[src/rtl/prf_pkg.sv]
// Shared types, sizes and register codes for the page replacement block.
// Used by every module under rtl; depends on nothing else.
package prf_pkg;

  localparam int FRAMES      = 8;
  localparam int PAGE_BITS   = 16;
  localparam int STAMP_BITS  = 32;
  localparam int FAULT_BITS  = 32;

  localparam int FRAME_IDX_W = (FRAMES > 1) ? $clog2(FRAMES) : 1;
  localparam int FRAME_CNT_W = $clog2(FRAMES + 1);

  localparam int SLOT_W      = 3;
  localparam int FRAMES_CFG_W = 4;
  localparam int CFG_DATA_W  = 32;
  localparam int CFG_ADDR_W  = 3;

  localparam logic [FRAMES_CFG_W-1:0] FRAMES_CFG_RESET = 4'd8;

  // Register index, taken from the word address.
  localparam logic REG_MODE   = 1'b0;
  localparam logic REG_FRAMES = 1'b1;

  // Replacement policies.
  localparam logic MODE_FIFO = 1'b0;
  localparam logic MODE_LRU  = 1'b1;

  typedef struct packed {
    logic [PAGE_BITS-1:0]  page;
    logic [STAMP_BITS-1:0] load;
    logic [STAMP_BITS-1:0] last;
  } frame_entry_t;

  typedef struct packed {
    logic                   re;
    logic [FRAME_IDX_W-1:0] raddr;
    logic                   we;
    logic [FRAME_IDX_W-1:0] waddr;
    frame_entry_t           wdata;
  } ram_req_t;

  typedef struct packed {
    logic                    mode;
    logic [FRAMES_CFG_W-1:0] frames;
  } cfg_t;

endpackage

[src/rtl/page_replacement_fifo_lru.sv]
// Page replacement engine with FIFO or LRU victim choice. Each item carries one
// page reference and yields exactly one result item. The frame table (page,
// load stamp, last-use stamp) lives in a synchronous memory with one read and
// one write port, so the table is scanned one frame per cycle: once accepted,
// an item goes through a scan of the n active frames and then a commit step
// that loads its result item, and the next item is taken only after that
// commit. A result item still held off by the receiver when the next one is
// ready to commit holds that commit back until it is taken. in_stall is high
// while an item is being worked on; a finished result item sits in an output
// register, so the next item is taken while it waits. Valid marks are kept
// in flip-flops that reset clears at once, so there is no clearing pass after
// reset, and a reference with start_run set clears them, together with the
// step and fault counters, before it is handled.
// Configuration is written through the cfg_ port at byte address 0 (policy,
// 0 FIFO, 1 LRU) and 4 (active frame count) and is to be changed only while
// the block is idle.

module page_replacement_fifo_lru
  import prf_pkg::*;
(
  input  logic                  clk,
  input  logic                  rst_n,
  input  logic                  cfg_psel,
  input  logic                  cfg_penable,
  input  logic                  cfg_pwrite,
  input  logic [CFG_ADDR_W-1:0] cfg_paddr,
  input  logic [CFG_DATA_W-1:0] cfg_pwdata,
  output logic [CFG_DATA_W-1:0] cfg_prdata,
  output logic                  cfg_pready,
  input  logic                  in_valid,
  output logic                  in_stall,
  input  logic [PAGE_BITS-1:0]  in_page_number,
  input  logic                  in_start_run,
  output logic                  out_valid,
  input  logic                  out_stall,
  output logic                  out_fault,
  output logic [SLOT_W-1:0]     out_slot_used,
  output logic                  out_evicted_valid,
  output logic [PAGE_BITS-1:0]  out_evicted_page,
  output logic [FAULT_BITS-1:0] out_fault_total
);

  cfg_t         cfg;
  ram_req_t     ram_req;
  frame_entry_t ram_rdata;

  // Policy and frame count registers.
  prf_cfg_regs u_cfg (
    .clk         (clk),
    .rst_n       (rst_n),
    .cfg_psel    (cfg_psel),
    .cfg_penable (cfg_penable),
    .cfg_pwrite  (cfg_pwrite),
    .cfg_paddr   (cfg_paddr),
    .cfg_pwdata  (cfg_pwdata),
    .cfg_prdata  (cfg_prdata),
    .cfg_pready  (cfg_pready),
    .cfg         (cfg)
  );

  // The frame table itself.
  prf_frame_ram u_ram (
    .clk   (clk),
    .req   (ram_req),
    .rdata (ram_rdata)
  );

  // Sequencer: scan, choose the frame, write back unless a FIFO hit, and hold the result item.
  prf_engine u_engine (
    .clk               (clk),
    .rst_n             (rst_n),
    .cfg               (cfg),
    .in_valid          (in_valid),
    .in_stall          (in_stall),
    .in_page_number    (in_page_number),
    .in_start_run      (in_start_run),
    .out_valid         (out_valid),
    .out_stall         (out_stall),
    .out_fault         (out_fault),
    .out_slot_used     (out_slot_used),
    .out_evicted_valid (out_evicted_valid),
    .out_evicted_page  (out_evicted_page),
    .out_fault_total   (out_fault_total),
    .ram_req           (ram_req),
    .ram_rdata         (ram_rdata)
  );

endmodule

[src/rtl/prf_frame_ram.sv]
// Frame table memory: one write port, one read port, registered read data.
// Depends on prf_pkg for the entry layout and the request struct.
module prf_frame_ram
  import prf_pkg::*;
(
  input  logic         clk,
  input  ram_req_t     req,
  output frame_entry_t rdata
);

  frame_entry_t mem [FRAMES];

  always_ff @(posedge clk) begin
    if (req.we) begin
      mem[req.waddr] <= req.wdata;
    end
    if (req.re) begin
      rdata <= mem[req.raddr];
    end
  end

endmodule

[src/rtl/prf_cfg_regs.sv]
// Configuration registers behind the APB-style port: policy and frame count.
// Depends on prf_pkg for the register codes and the configuration struct.
module prf_cfg_regs
  import prf_pkg::*;
(
  input  logic                  clk,
  input  logic                  rst_n,
  input  logic                  cfg_psel,
  input  logic                  cfg_penable,
  input  logic                  cfg_pwrite,
  input  logic [CFG_ADDR_W-1:0] cfg_paddr,
  input  logic [CFG_DATA_W-1:0] cfg_pwdata,
  output logic [CFG_DATA_W-1:0] cfg_prdata,
  output logic                  cfg_pready,
  output cfg_t                  cfg
);

  logic                    mode_r;
  logic                    mode_nxt;
  logic [FRAMES_CFG_W-1:0] frames_r;
  logic [FRAMES_CFG_W-1:0] frames_nxt;
  logic                    wr_en;
  logic                    reg_idx;

  assign cfg_pready = 1'b1;
  assign wr_en      = cfg_psel && cfg_penable && cfg_pwrite && cfg_pready;
  assign reg_idx    = cfg_paddr[2];

  always_comb begin
    mode_nxt   = mode_r;
    frames_nxt = frames_r;
    cfg_prdata = '0;
    unique case (reg_idx)
      REG_MODE: begin
        cfg_prdata = CFG_DATA_W'(mode_r);
        if (wr_en) mode_nxt = cfg_pwdata[0];
      end
      REG_FRAMES: begin
        cfg_prdata = CFG_DATA_W'(frames_r);
        if (wr_en) frames_nxt = cfg_pwdata[FRAMES_CFG_W-1:0];
      end
      default: cfg_prdata = '0;
    endcase
  end

  always_ff @(posedge clk) begin
    if (!rst_n) begin
      mode_r   <= MODE_FIFO;
      frames_r <= FRAMES_CFG_RESET;
    end else begin
      mode_r   <= mode_nxt;
      frames_r <= frames_nxt;
    end
  end

  assign cfg.mode   = mode_r;
  assign cfg.frames = frames_r;

endmodule

[src/rtl/prf_engine.sv]
// Reference sequencer: scans the frame memory, picks hit, empty or victim
// frame, writes back (not on a FIFO hit) and holds the result item. Depends on prf_pkg.
module prf_engine
  import prf_pkg::*;
(
  input  logic                  clk,
  input  logic                  rst_n,
  input  cfg_t                  cfg,
  input  logic                  in_valid,
  output logic                  in_stall,
  input  logic [PAGE_BITS-1:0]  in_page_number,
  input  logic                  in_start_run,
  output logic                  out_valid,
  input  logic                  out_stall,
  output logic                  out_fault,
  output logic [SLOT_W-1:0]     out_slot_used,
  output logic                  out_evicted_valid,
  output logic [PAGE_BITS-1:0]  out_evicted_page,
  output logic [FAULT_BITS-1:0] out_fault_total,
  output ram_req_t              ram_req,
  input  frame_entry_t          ram_rdata
);

  typedef enum logic [1:0] {S_IDLE, S_SCAN, S_WRITE} state_t;

  state_t                 state_r, state_nxt;
  logic [PAGE_BITS-1:0]   page_r, page_nxt;
  logic [STAMP_BITS-1:0]  stamp_r, stamp_nxt;
  logic [STAMP_BITS-1:0]  step_cnt_r, step_cnt_nxt;
  logic [FAULT_BITS-1:0]  fault_cnt_r, fault_cnt_nxt;
  logic [FRAMES-1:0]      valid_r, valid_nxt;
  logic [FRAME_CNT_W-1:0] n_r, n_nxt;
  logic [FRAME_CNT_W-1:0] iss_cnt_r, iss_cnt_nxt;
  logic                   pend_r, pend_nxt;
  logic [FRAME_IDX_W-1:0] proc_idx_r, proc_idx_nxt;
  logic                   hit_r, hit_nxt;
  logic [FRAME_IDX_W-1:0] hit_idx_r, hit_idx_nxt;
  logic [STAMP_BITS-1:0]  hit_load_r, hit_load_nxt;
  logic                   empty_r, empty_nxt;
  logic [FRAME_IDX_W-1:0] empty_idx_r, empty_idx_nxt;
  logic [FRAME_IDX_W-1:0] best_idx_r, best_idx_nxt;
  logic [STAMP_BITS-1:0]  best_age_r, best_age_nxt;
  logic [PAGE_BITS-1:0]   best_page_r, best_page_nxt;

  logic                   out_valid_r, out_valid_nxt;
  logic                   out_fault_r, out_fault_nxt;
  logic [SLOT_W-1:0]      out_slot_r, out_slot_nxt;
  logic                   out_ev_valid_r, out_ev_valid_nxt;
  logic [PAGE_BITS-1:0]   out_ev_page_r, out_ev_page_nxt;
  logic [FAULT_BITS-1:0]  out_total_r, out_total_nxt;

  logic                   in_acc;
  logic [FRAME_CNT_W-1:0] act_n;
  logic [STAMP_BITS-1:0]  stamp_base;
  logic [STAMP_BITS-1:0]  age;
  logic [FRAME_IDX_W-1:0] slot;
  logic                   is_miss;

  assign in_stall = (state_r != S_IDLE);
  assign in_acc   = in_valid && !in_stall;

  // A frame count of zero behaves as one, anything above the table as the table.
  always_comb begin
    if (cfg.frames == '0) begin
      act_n = FRAME_CNT_W'(1);
    end else if (32'(cfg.frames) > 32'(FRAMES)) begin
      act_n = FRAME_CNT_W'(FRAMES);
    end else begin
      act_n = FRAME_CNT_W'(cfg.frames);
    end
  end

  assign age     = (cfg.mode == MODE_LRU) ? ram_rdata.last : ram_rdata.load;
  assign is_miss = !hit_r;
  assign slot    = hit_r ? hit_idx_r : (empty_r ? empty_idx_r : best_idx_r);

  always_comb begin
    state_nxt        = state_r;
    page_nxt         = page_r;
    stamp_nxt        = stamp_r;
    step_cnt_nxt     = step_cnt_r;
    fault_cnt_nxt    = fault_cnt_r;
    valid_nxt        = valid_r;
    n_nxt            = n_r;
    iss_cnt_nxt      = iss_cnt_r;
    pend_nxt         = 1'b0;
    proc_idx_nxt     = proc_idx_r;
    hit_nxt          = hit_r;
    hit_idx_nxt      = hit_idx_r;
    hit_load_nxt     = hit_load_r;
    empty_nxt        = empty_r;
    empty_idx_nxt    = empty_idx_r;
    best_idx_nxt     = best_idx_r;
    best_age_nxt     = best_age_r;
    best_page_nxt    = best_page_r;
    out_valid_nxt    = out_valid_r;
    out_fault_nxt    = out_fault_r;
    out_slot_nxt     = out_slot_r;
    out_ev_valid_nxt = out_ev_valid_r;
    out_ev_page_nxt  = out_ev_page_r;
    out_total_nxt    = out_total_r;
    stamp_base       = step_cnt_r;
    ram_req          = '0;
    ram_req.raddr    = iss_cnt_r[FRAME_IDX_W-1:0];
    ram_req.waddr    = slot;

    if (out_valid_r && !out_stall) out_valid_nxt = 1'b0;

    unique case (state_r)
      S_IDLE: begin
        if (in_acc) begin
          page_nxt    = in_page_number;
          n_nxt       = act_n;
          iss_cnt_nxt = '0;
          hit_nxt     = 1'b0;
          empty_nxt   = 1'b0;
          if (in_start_run) begin
            valid_nxt     = '0;
            fault_cnt_nxt = '0;
            stamp_base    = '0;
          end
          stamp_nxt    = stamp_base;
          step_cnt_nxt = (stamp_base == '1) ? stamp_base : stamp_base + STAMP_BITS'(1);
          state_nxt    = S_SCAN;
        end
      end
      S_SCAN: begin
        // Issue one read per cycle; the entry read last cycle is examined now.
        if (iss_cnt_r < n_r) begin
          ram_req.re   = 1'b1;
          pend_nxt     = 1'b1;
          proc_idx_nxt = iss_cnt_r[FRAME_IDX_W-1:0];
          iss_cnt_nxt  = iss_cnt_r + FRAME_CNT_W'(1);
        end else begin
          state_nxt = S_WRITE;
        end
        if (pend_r) begin
          if (valid_r[proc_idx_r] && (ram_rdata.page == page_r) && !hit_r) begin
            hit_nxt      = 1'b1;
            hit_idx_nxt  = proc_idx_r;
            hit_load_nxt = ram_rdata.load;
          end
          if (!valid_r[proc_idx_r] && !empty_r) begin
            empty_nxt     = 1'b1;
            empty_idx_nxt = proc_idx_r;
          end
          // Strict compare keeps the lowest index among equal stamps.
          if ((proc_idx_r == '0) || (age < best_age_r)) begin
            best_idx_nxt  = proc_idx_r;
            best_age_nxt  = age;
            best_page_nxt = ram_rdata.page;
          end
        end
      end
      S_WRITE: begin
        if (!out_valid_r || !out_stall) begin
          ram_req.wdata.page = page_r;
          ram_req.wdata.last = stamp_r;
          if (hit_r) begin
            ram_req.we         = (cfg.mode == MODE_LRU);
            ram_req.wdata.load = hit_load_r;
          end else begin
            ram_req.we         = 1'b1;
            ram_req.wdata.load = stamp_r;
            valid_nxt[slot]    = 1'b1;
            if (fault_cnt_r != '1) fault_cnt_nxt = fault_cnt_r + FAULT_BITS'(1);
          end
          out_valid_nxt    = 1'b1;
          out_fault_nxt    = is_miss;
          out_slot_nxt     = SLOT_W'(slot);
          out_ev_valid_nxt = is_miss && !empty_r;
          out_ev_page_nxt  = (is_miss && !empty_r) ? best_page_r : '0;
          out_total_nxt    = fault_cnt_nxt;
          state_nxt        = S_IDLE;
        end
      end
      default: state_nxt = S_IDLE;
    endcase
  end

  always_ff @(posedge clk) begin
    if (!rst_n) begin
      state_r     <= S_IDLE;
      step_cnt_r  <= '0;
      fault_cnt_r <= '0;
      valid_r     <= '0;
      pend_r      <= 1'b0;
      out_valid_r <= 1'b0;
    end else begin
      state_r     <= state_nxt;
      step_cnt_r  <= step_cnt_nxt;
      fault_cnt_r <= fault_cnt_nxt;
      valid_r     <= valid_nxt;
      pend_r      <= pend_nxt;
      out_valid_r <= out_valid_nxt;
    end
    page_r         <= page_nxt;
    stamp_r        <= stamp_nxt;
    n_r            <= n_nxt;
    iss_cnt_r      <= iss_cnt_nxt;
    proc_idx_r     <= proc_idx_nxt;
    hit_r          <= hit_nxt;
    hit_idx_r      <= hit_idx_nxt;
    hit_load_r     <= hit_load_nxt;
    empty_r        <= empty_nxt;
    empty_idx_r    <= empty_idx_nxt;
    best_idx_r     <= best_idx_nxt;
    best_age_r     <= best_age_nxt;
    best_page_r    <= best_page_nxt;
    out_fault_r    <= out_fault_nxt;
    out_slot_r     <= out_slot_nxt;
    out_ev_valid_r <= out_ev_valid_nxt;
    out_ev_page_r  <= out_ev_page_nxt;
    out_total_r    <= out_total_nxt;
  end

  assign out_valid         = out_valid_r;
  assign out_fault         = out_fault_r;
  assign out_slot_used     = out_slot_r;
  assign out_evicted_valid = out_ev_valid_r;
  assign out_evicted_page  = out_ev_page_r;
  assign out_fault_total   = out_total_r;

  a_write_only_at_commit: assert property (@(posedge clk) disable iff (!rst_n)
    ram_req.we |-> (state_r == S_WRITE))
    else $error("frame memory written outside the commit step");

  a_eviction_is_fault: assert property (@(posedge clk) disable iff (!rst_n)
    (out_valid_r && out_ev_valid_r) |-> out_fault_r)
    else $error("eviction reported on a hit");

  a_valid_stable_in_scan: assert property (@(posedge clk) disable iff (!rst_n)
    (state_r == S_SCAN) |=> $stable(valid_r))
    else $error("valid bits changed during the scan");

  a_faults_monotonic: assert property (@(posedge clk) disable iff (!rst_n)
    (rst_n && !(in_acc && in_start_run)) |=> (fault_cnt_r >= $past(fault_cnt_r)))
    else $error("fault count fell without a run start");

endmodule
[config.mk]
export PLATFORM = sky130hd
export DESIGN_NAME = page_replacement_fifo_lru
export DESIGN_NICKNAME = d
export VERILOG_FILES = /design/src/rtl/prf_pkg.sv /design/src/rtl/page_replacement_fifo_lru.sv /design/src/rtl/prf_frame_ram.sv /design/src/rtl/prf_cfg_regs.sv /design/src/rtl/prf_engine.sv
export SDC_FILE = /design/constraint.sdc
export NUM_CORES = 1
export LEC_CHECK = 0
export BUFFER_PORTS_ARGS = -buffer_cell sky130_fd_sc_hd__clkbuf_2
export CAP_MARGIN = 20
export CORE_MARGIN = 2
export CORE_UTILIZATION = 54
export DETAILED_ROUTE_END_ITERATION = 16
export PLACE_DENSITY = 0.79
export SLEW_MARGIN = 30
export SYNTH_ARGS = -nofsm -noshare
export SYNTH_HDL_FRONTEND = slang
export SYNTH_HIERARCHICAL = 1
export SYNTH_SLANG_ARGS = --single-unit
[constraint.sdc]
create_clock -name clk -period 12.6 [get_ports clk]
set_input_delay 2.52 -clock clk [delete_from_list [all_inputs] [get_ports clk]]
set_output_delay 2.52 -clock clk [all_outputs]
set_load 0.005 [all_outputs]
# Word-level counts from Yosys, hierarchy flattened
# Memories as Yosys holds them, arrays and structs flattened. A register that Yosys moved wholly into a read port is not among the register bits.
# Index checks and enable logic that the tools add are counted.
[op_classes] reduce_logical=38 magnitude_cmp=6 bitwise_logic=2 mux=51 eq_ne=14 add_sub_neg=3
[ops] op="$mux 32" n=11
[ops] op="$mux 80" n=2
[ops] op="$pmux 32 s2" n=2
[ops] op="$add 32x1->32 const B" n=2
[ops] op="$eq 32x32->1 const B" n=1
[ops] op="$lt 32x32->1" n=1
[ops] op="$mux 8" n=4
[ops] op="$ne 32x32->1 const B" n=1
[ops] op="$mux 1" n=17
[ops] op="$eq 16x16->1" n=1
[ops] op="$pmux 8 s2" n=1
[ops] op="$reduce_and 3->1" n=5
[ops] op="$mux 4" n=3
[ops] op="$ne 2x1->1 const B" n=6
[ops] op="$reduce_and 4->1" n=3
[ops] op="$reduce_and 2->1" n=5
[ops] op="$logic_and 1x1->1" n=9
[ops] op="$lt 3x4->1 const B" n=2
[ops] op="$or 8x8->8" n=1
[ops] op="$pmux 4 s2" n=1
[ops] op="$logic_not 1->1" n=6
[ops] op="$mux 2" n=3
[ops] op="$mux 3" n=2
[ops] op="$ne 2x2->1 const B" n=3
[ops] op="18 further kinds" n=22
[word_totals] regBits=284 in_bits=59 n_memories=1 wordCells=142 output_inout_bits=88 mem_bits_rw=640
[memory_table] name="u_ram.mem" words=8 width=80 rd=1 rd_clocked_by_memory_dff=1 wr=1 line_no="prf_frame_ram.sv:11" source="frame_entry_t mem [FRAMES];"

# Logic depth before layout (Yosys ltp)
# Gate-level depths: netlist of run 1.
[logic_depth] depth_word=10 ltp_mapped=11 ltp_nobuf=8

# Hierarchy
# The synthesis of run 1 kept the hierarchy.
[by_module_without_submodules] module="prf_frame_ram" cells_each=1018 n_inst=1 seq_area_each_um2=21620.7 area_each_um2=26455.4
[by_module_without_submodules] module="prf_engine" cells_each=1162 n_inst=1 seq_area_each_um2=7617.3 area_each_um2=13272.7
[by_module_without_submodules] module="prf_cfg_regs" cells_each=59 n_inst=1 seq_area_each_um2=100.1 area_each_um2=489.2

# Worst setup path after synthesis of run 1
# Ideal clock, no wire load.
[synth_path] path_kind="input to register" from="in out_stall" to="mem u_ram/mem[4][0] (netlist bit), enable pin" n_path_buf=1 setup_ns=0.616 stages=7 arrival_time_ns=10.256 path_slack_ns=1.727 required_ns=11.984 path_cell_list="nand2_1 nand2b_1 inv_1 clkbuf_1 o21a_1 nand2_1 nor3_1"
[synth_lines] item="start, declared" line_no="page_replacement_fifo_lru.sv:35" source="input logic out_stall,"
[synth_lines] item="end, declared" line_no="prf_frame_ram.sv:11"

# Worst setup path in the final report of run 1
[layout_path] from="in cfg_paddr[2]" to="out cfg_prdata[0]"
[layout_between] elab_chain_len=2
[layout_rtl] item="start, declared" line_no="page_replacement_fifo_lru.sv:26" source="input logic [CFG_ADDR_W-1:0] cfg_paddr,"
[layout_rtl] item="$not 1->1 (no source line)"
[layout_rtl] item="$pmux 32 s2 (*)" line_no="prf_cfg_regs.sv:33" source="unique case (reg_idx)"
[layout_rtl] item="end, declared" line_no="page_replacement_fifo_lru.sv:28" source="output logic [CFG_DATA_W-1:0] cfg_prdata,"
# Every way passes the cells marked *; elsewhere a longest branch is shown, timed or not. The select of a mux whose other input is x is not followed.

==> flow_summary.yaml, run 1 <==
synth:
  synth_cells: 2239
  synthSimpleGateAreaFrac: 0.06123
  yosys_warnings: 6
  async_reset_ff_frac: 0
  synth_top_cells_by_area: "edfxtp_1 69%, mux4_2 9.1%, dfxtp_1 4.0%"
  yosys_most_used_dff: "edfxtp_1"
  ys_ff_latch: 1004
  synthAdderAreaFrac: 0.01151
  synthMuxAreaShare: 0.1354
  synth_edf_count: 923
  synth_area_sq_mm: 0.04022
  synth.most_common_cell: "edfxtp_1"
  synth_xor_area_frac: 0.01307
  synth_common_cells: "923 x edfxtp_1, 162 x mux4_2, 115 x mux2_2"
  synth.avg_cell_area_sq_um: 17.96
  yosysTopAreaCell: "edfxtp_1"
  synth_top_family_by_area: "multiplexers"
  synth-compound-area-share: 0.02526
  synth.distinct_cells: 66
  seq_area_frac_synth: 0.7295
  synth_top_area_frac: 0.6892
timing:
  finalSetupTns_ps: 0
  grt_setup_unrepaired: "no"
  period_needed_ps: 5619
  setup_viol: 0
  maxSlewViolCount: 0
  slew_headroom: 0.3977
  fin_crit_sh: 0.4460
  worstMarginPinSlew_ps: 897.5
  final_hold_viol_count: 0
  max_freq_mhz: 178.0
  clock_skew_ps: 20.93
floorplanning:
  initial_core_util: 0.5430
  die_y_um: 276.9
  dieArea_sq_mm: 0.07668
  core_area_sq_mm: 0.07407
  rows: 100
  die_w_um: 276.9
  io_pins: 147
finish:
  fill_cells: 5051
  seq_area_sq_mm: 0.02934
  syn_to_final_growth_pct: 11.45
  multiInputGateArea_sq_mm: 0.01009
  layout-drive-gt1-share: 0.2405
  antenna_cells: 0
  stdcell_area_sq_mm: 0.04482
  nets: 2449
global_route:
  grt_max_degree: 164
  grt_util_all_layers: 0.2195
  grt_pass1_vias: 21480
  overflow: 0
  grt_pass1_wl_mm: 127.9
  antenna_found_initial: 1
placement:
  io_buffers: 87
  globalplace.congestion: 0.8328
  detailed_place_hpwl_mm: 44.91
  placed_cell_area_sq_mm: 0.04160
drt:
  drtAntennaViolNets: 0
  detail_route.vias_per_cell: 6.111
  firstDrtPassIters: 6
  drt_iter0_markers: 2168
  drc_errors: 0
  routed_wl_mm: 84.02
  via_count: 20780
  wire_per_inst_um: 24.71
cts:
  cts_buffers: 93
  clk_latency_ps: 660
  ctsHtreeMaxLevel: 3
  cts_tree: "built"
  clockRootBuffer: "clkbuf_16"
  cts_setup_buffers: 0
  holdBufCountCts: 0
  ctsResizeCount: 0
  clkSlewWorstSetupHoldPaths_ps: 70
  clkSinkCount: 1004
  clock_path_buffers: 3
critical_path:
  arrival_ps: 3100
  cp-start-kind: "primary input"
  critPathKind: "primary input to primary output"
  worstPathRequired_ps: 10080
  crit_path_end_kind: "primary output"
  path_max_fanout: 6
flow_run:
  maxCapViolations: 0
power_and_ir_drop:
  seqPwrFrac: 0.519
  p_leak_uw: 0.01434
  p_comb_frac: 0.083
  p_int_uw: 5642
  ir_drop_uv: 136.1
  sw_frac_of_total: 0.2188
  p_clk_frac: 0.398
  p_switching_uw: 1580
  power_density_mw_per_mm2: 161.1
outcome:
  status: "finished, final reports clean"
min_path:
  hold_class: "flop to flop"
[layout make-up]
class,instances,area share
repair buffers,130,0.01826
multi-input cells,1071,0.2252
inverters,53,0.004522
clock inverters,48,0.01293
clock buffers,126,0.05742
well taps,969,0.02705
flip-flops and latches,1004,0.6546
[worst max-delay path: stages]
cell and delay [ps]:
clkbuf_2 130, mux2_2 340, clkbuf_2 110
[sequential cells by signal, indices dropped and copies added (netlist names), 32 cells and up]
register / count
u_engine/stamp_r: 32
u_engine/best_age_r: 32
u_engine/step_cnt_r: 32
u_ram/rdata: 80
u_ram/mem: 640
u_engine/fault_cnt_r: 32
u_engine/out_fault_total: 32
u_engine/hit_load_r: 32
[through the flow]
step | hold WS (ps) | utilization | instances | total power (uW) | worst slack [ps]
after floorplan | 422.2 | - | 2266 | 4264 | 1727
after global placement | 429.3 | 0.5616 | 3225 | 4386 | 7002
after detailed placement | 429.8 | 0.5617 | 3225 | 4409 | 6976
after CTS | 445.8 | 0.6043 | 3399 | 7259 | 6974
after global routing | 461.7 | 0.6051 | 3401 | 7429 | 6947
final | 446.4 | 0.6051 | 3401 | 7222 | 6981
[placed cells by master, fill, tap and decap left out, types with 39 or more instances in the layout]
| cell | n |
|---|---|
| a21oi_1 | 47 |
| and2_1 | 75 |
| clkbuf_16 | 95 |
| clkbuf_2 | 87 |
| dfxtp_1 | 80 |
| edfxtp_1 | 923 |
| inv_1 | 51 |
| mux2_2 | 115 |
| mux2i_1 | 50 |
| mux4_2 | 162 |
| nand2_1 | 99 |
| nand3_1 | 40 |
| nor2_1 | 82 |
| nor2b_1 | 39 |
[layer usage]
layer / track usage / share of wire / routed length (um) / up-vias
met5: 0 / 0.00023 / 19 / -
met4: 0.08514 / 0.032 / 2655 / 2
met3: 0.03071 / 0.072 / 6076 / 165
met2: 0.3800 / 0.51 / 43080 / 932
met1: 0.2832 / 0.38 / 32190 / 10750
li1: - / - / - / 8937
[logic make-up after synthesis]
| logic type | Yosys count |
|---|---|
| AO/OA/AOI/OAI | 155 |
| XOR/XNOR | 60 |
| adder cells (fa/ha/maj) | 37 |
| buffers and inverters | 191 |
| flip-flops | 1004 |
| multiplexers | 327 |
| other | 2 |
| AND/OR/NAND/NOR | 463 |
[power groups by stage]
stage	sequential, uW	combinational (uW)	clock [uW]
finish	3750	600	2870
global route	3750	642	3040
CTS	3750	600	2910
detailed placement	3820	591	0
global placement	3820	571	0
floorplan	3810	459	0
[final timing paths]
| kind | startpoint | endpoint | slack (ps) | depth (start not counted) |
|---|---|---|---|---|
| hold / removal | u_ram/rdata[59] | u_engine/hit_load_r[27] | 450 | 0 |
| hold reg to reg | u_ram/rdata[59] | u_engine/hit_load_r[27] | 450 | 0 |
| setup reg to reg | u_cfg/mode_r | u_engine/best_page_r[7] | 7660 | 10 |
| setup / recovery | cfg_paddr[2] | cfg_prdata[0] | 6980 | 3 |
No activity file was read; power rests on OpenSTA's default activity.
==> inputs of run 2 (changes only) <==
--- a/config.mk
+++ b/config.mk
@@ -10,7 +10,7 @@
 export CORE_MARGIN = 2
 export CORE_UTILIZATION = 54
 export DETAILED_ROUTE_END_ITERATION = 16
-export PLACE_DENSITY = 0.79
+export PLACE_DENSITY = 0.82
 export SLEW_MARGIN = 30
 export SYNTH_ARGS = -nofsm -noshare
 export SYNTH_HDL_FRONTEND = slang
==> constraint.sdc (replaced) <==
create_clock -name clk -period 4.6 [get_ports clk]
set_input_delay 0.92 -clock clk [delete_from_list [all_inputs] [get_ports clk]]
set_output_delay 0.92 -clock clk [all_outputs]
set_load 0.005 [all_outputs]
==> run 2 against run 1 <==
Worst setup slack worse by 6100 ps. Clock skew up 24 ps. Utilization up 0.48 points. Global-route usage about the same. Combinational power rose to 2.7 times the previous value. Clock power rose to 2.7 times the previous value.
==> flow_summary.yaml, run 2 (synthesis results as in run 1) <==
outcome:
  status: "finished, final reports clean"
timing:
  setup_viol: 0
  max_freq_mhz: 268.4
  grt_setup_unrepaired: "no"
  clock_skew_ps: 44.64
  worstMarginPinSlew_ps: 1010
  final_hold_viol_count: 0
  period_needed_ps: 3726
  slew_headroom: 0.3268
  finalSetupTns_ps: 0
  maxSlewViolCount: 0
  fin_crit_sh: 0.8100
global_route:
  grt_pass1_vias: 21760
  grt_pass1_wl_mm: 128.3
  antenna_found_initial: 0
  grt_util_all_layers: 0.2192
  grt_max_degree: 164
  overflow: 0
cts:
  clockRootBuffer: "clkbuf_16"
  cts_setup_buffers: 0
  cts_buffers: 96
  ctsResizeCount: 0
  holdBufCountCts: 0
  clkSlewWorstSetupHoldPaths_ps: 60
  ctsHtreeMaxLevel: 3
  clock_path_buffers: 3
  clkSinkCount: 1004
  cts_tree: "built"
  clk_latency_ps: 670
floorplanning:
  initial_core_util: 0.5430
  dieArea_sq_mm: 0.07668
  io_pins: 147
  die_w_um: 276.9
  core_area_sq_mm: 0.07407
  rows: 100
  die_y_um: 276.9
critical_path:
  cp-start-kind: "flop"
  crit_path_end_kind: "flop"
  critPathKind: "flop to flop"
  path_max_fanout: 25
  r2r_start: "u_cfg/mode_r"
  worstPathRequired_ps: 4880
  crit_start: "u_cfg/mode_r"
  arrival_ps: 4000
finish:
  top_regs: "u_ram/mem (640), u_ram/rdata (80)"
  mostFrequentLayoutCell: "edfxtp_1"
  regMostFlops: "u_ram/mem"
  final_core_util: 0.6099
  antenna_cells: 0
  nets: 2465
  largest_register_ffs: 640
  mostFrequentLayoutCells: "923 x edfxtp_1, 162 x mux4_2, 115 x mux2_2, 99 x nand2_1, 98 x clkbuf_16"
  layout-drive-gt1-share: 0.2440
  syn_to_final_growth_pct: 12.33
drt:
  wire_per_inst_um: 24.64
  firstDrtPassIters: 8
  via_count: 20910
  routed_wl_mm: 84.19
  detail_route.vias_per_cell: 6.120
  drt_iter0_markers: 2126
  drc_errors: 0
  drtAntennaViolNets: 0
power_and_ir_drop:
  total_power_uw: 19800
  ir_drop_uv: 318.4
  p_leak_uw: 0.01450
  power_density_mw_per_mm2: 438.3
min_path:
  hold_class: "primary input to flop"
  hp-start: "in_page_number[10]"
flow_run:
  maxCapViolations: 0
placement:
  io_buffers: 87
  globalplace.congestion: 0.8426
  detailed_place_hpwl_mm: 46.46
run 2: per-stage QoR:
| stage | instance area (sq um) | cells | worst slack, ps | hold WS [ps] |
|---|---|---|---|---|
| CTS | 45130 | 3415 | 902.1 | 383.6 |
| floorplan | 40400 | 2266 | 169.7 | 422.2 |
| global placement | 41930 | 3239 | 1085 | 432.1 |
| global route | 45180 | 3416 | 829.7 | 385.9 |
| detailed placement | 41930 | 3239 | 1048 | 436.0 |
| finish | 45180 | 3416 | 873.8 | 424.8 |
run 2: worst max-delay path, cell delays in order, from the launching register on:
cell	delay [ps]
dfxtp_2	510
buf_4	350
mux2_2	400
ha_1	290
a21oi_1	210
o21ai_0	180
a2111oi_0	450
buf_4	210
o2111ai_1	190
nand2_2	120
buf_4	410
run 2: power breakdown:
part	internal, uW	switching (uW)	leakage, uW
sequential	10200	107	0.00878
combinational	754	877	0.00417
clock	4510	3390	0.00156
run 2: path summary, 6_finish.rpt:
path,endpoint,depth (start not counted),slack (ps)
worst max-delay path,u_engine/best_age_r[3],10,870
worst max register to register,u_engine/best_age_r[3],10,870
worst min register to register,u_engine/hit_load_r[17],0,450
worst min-delay path,u_engine/page_r[10],1,420
run 2: final cells by class:
class | instances | area [sq um]
Fill cell | 4912 | 28890
Clock inverter | 48 | 586.8
Tap cell | 969 | 1212
Multi-Input combinational cell | 1071 | 10130
Clock buffer | 128 | 2615
Sequential cell | 1004 | 29340
Timing Repair Buffer | 143 | 1092
Inverter | 53 | 201.4
run 2: layer usage:
layer	vias to the layer above	share of wire	routed length, um	GRT usage
li1	8966	-	-	-
met1	10740	0.38	32240	0.2799
met2	1029	0.51	43200	0.3809
met3	173	0.076	6402	0.03704
met4	0	0.028	2344	0.07790
met5	-	0	0	0
==> inputs of run 3 (changes only) <==
--- a/config.mk
+++ b/config.mk
@@ -10,7 +10,7 @@
 export CORE_MARGIN = 2
 export CORE_UTILIZATION = 54
 export DETAILED_ROUTE_END_ITERATION = 16
-export PLACE_DENSITY = 0.82
+export PLACE_DENSITY = 0.79
 export SLEW_MARGIN = 30
 export SYNTH_ARGS = -nofsm -noshare
 export SYNTH_HDL_FRONTEND = slang
==> constraint.sdc (replaced) <==
create_clock -name clk -period 3.7 [get_ports clk]
set_input_delay 0.74 -clock clk [delete_from_list [all_inputs] [get_ports clk]]
set_output_delay 0.74 -clock clk [all_outputs]
set_load 0.005 [all_outputs]
==> run 3 against run 2 <==
Sequential share of layout area rose by 0.45 points. Clock power rose by 15%. Utilization fell by 0.42 points. Via count fell by 0.77%. Clock-buffer cell count fell by 12. Critical path type unchanged. Final cell count fell by 0.15%. Worst setup slack got worse by 440 ps. Total power rose by 21%. First-iteration DRC count fell by 1.7%. Routed wire length fell by 1.9%. Combinational power rose by 24%.
==> flow_summary.yaml, run 3 (synthesis results as in run 1) <==
global_route:
  grt_max_degree: 164
  grt_util_all_layers: 0.2151
  grt_pass1_vias: 21010
  antenna_found_initial: 0
  overflow: 0
  grt_pass1_wl_mm: 126.3
timing:
  slew_headroom: 0.3444
  worstMarginPinSlew_ps: 983.3
  clock_skew_ps: 15.07
  max_freq_mhz: 306.4
  maxSlewViolCount: 0
  setup_viol: 0
  hold-worst-slack_ps: 263.7
  period_needed_ps: 3263
  fin_crit_sh: 0.8820
  grt_setup_unrepaired: "no"
  finalSetupTns_ps: 0
  final_hold_viol_count: 0
finish:
  final_core_util: 0.6058
  nets: 2459
  largest_register_ffs: 640
  layout-drive-gt1-share: 0.2413
  regMostFlops: "u_ram/mem"
  fill_cells: 5039
  mostFrequentLayoutCell: "edfxtp_1"
  mostFrequentLayoutCells: "923 x edfxtp_1, 162 x mux4_2, 115 x mux2_2, 97 x nand2_1, 94 x clkbuf_16"
  top_regs: "u_ram/mem (640), u_ram/rdata (80)"
  syn_to_final_growth_pct: 11.57
  layout.cells.non_filler: 3411
placement:
  io_buffers: 87
  globalplace.congestion: 0.8275
  detailed_place_hpwl_mm: 44.15
  dpl.cell_count: 3236
floorplanning:
  die_w_um: 276.9
  die_y_um: 276.9
  rows: 100
  core_area_sq_mm: 0.07407
  dieArea_sq_mm: 0.07668
  initial_core_util: 0.5430
  io_pins: 147
outcome:
  status: "finished, final reports clean"
critical_path:
  worstPathCellList: "mux2_2, ha_1, a21o_1, a21oi_1, nor2b_1, a2111oi_0, buf_4, o2111ai_1, nand2_2, buf_12"
  arrival_ps: 3600
  reg2reg_to: "u_engine/best_page_r[6]"
  critPathKind: "flop to flop"
  r2r_cells: 10
  crit_path_end_kind: "flop"
  r2r_slack_ps: 440
  worst_path_max_delay_cell: "dfxtp_2"
  path_max_fanout: 27
  crit_start: "u_cfg/mode_r"
  cp_num_buf_inv: 2
  worstPathRequired_ps: 4040
  critical_path_depth: 10
  cp-start-kind: "flop"
  slowest_delay_ps: 600
  r2r_start: "u_cfg/mode_r"
  crit_family: "compound AO/OA/AOI/OAI gates"
  crit_end: "u_engine/best_page_r[6]"
cts:
  clockRootBuffer: "clkbuf_16"
  clock_path_buffers: 3
  clkSlewWorstSetupHoldPaths_ps: 60
  ctsResizeCount: 0
  clkSinkCount: 1004
  clk_latency_ps: 650
  ctsHtreeMaxLevel: 3
  cts_tree: "built"
  cts_setup_buffers: 0
  holdBufCountCts: 0
  cts_buffers: 93
drt:
  wire_per_inst_um: 24.20
  detail_route.vias_per_cell: 6.082
  via_count: 20750
  firstDrtPassIters: 5
  routed_wl_mm: 82.56
  drc_errors: 0
  drtAntennaViolNets: 0
  drt_iter0_markers: 2089
power_and_ir_drop:
  p_leak_uw: 0.01435
  power_density_mw_per_mm2: 533.2
  ir_drop_uv: 444.2
flow_run:
  maxCapViolations: 0
min_path:
  hold_class: "primary input to flop"
run 3: where the power goes:
group          switching [uW]  total, uW  leakage [uW]  internal [uW]
sequential                149      12800       0.00878          12600
clock                    4070       9110       0.00142           5040
combinational            1070       2020       0.00415            945
run 3: per-layer routing:
| layer | wire (um) | global-route usage |
|---|---|---|
| met3 | 5482 | 0.03535 |
| met5 | 0 | 0 |
| met2 | 42100 | 0.3672 |
| met4 | 1540 | 0.05532 |
| met1 | 33430 | 0.2907 |
run 3: final cells by class:
type | instances | area, sq um | area share
timing repair buffer | 140 | 1041 | 0.02320
multi-input combinational | 1071 | 10150 | 0.2262
tap | 969 | 1212 | 0.02702
sequential | 1004 | 29340 | 0.6539
antenna | 1 | 2.502 | 0.00005577
clock inverter | 57 | 456.7 | 0.01018
clock buffer | 116 | 2465 | 0.05493
inverter | 53 | 201.4 | 0.004490
run 3: how the worst min path moves through the flow:
stage                       startpoint                       to  slack [ps]  cells past startpoint
finish              in_page_number[10]      u_engine/page_r[10]         260                      1
global route        in_page_number[10]      u_engine/page_r[10]         230                      1
CTS                 in_page_number[14]      u_engine/page_r[14]         230                      1
detailed placement     u_ram/rdata[63]  u_engine/hit_load_r[31]         440                      0
global placement       u_ram/rdata[45]  u_engine/hit_load_r[13]         440                      0
floorplan              u_ram/rdata[32]   u_engine/hit_load_r[0]         420                      0
run 3: per-stage QoR:
step	setup WS (ps)	total power, uW	instance area (sq um)
2_1_floorplan	-280.6	14530	40450
3_5_place_dp	488.4	15030	41920
5_1_grt	261.3	24670	44870
4_1_cts	455.4	24090	44840
3_3_place_gp	400.9	14980	41920
6_report	436.7	23920	44870
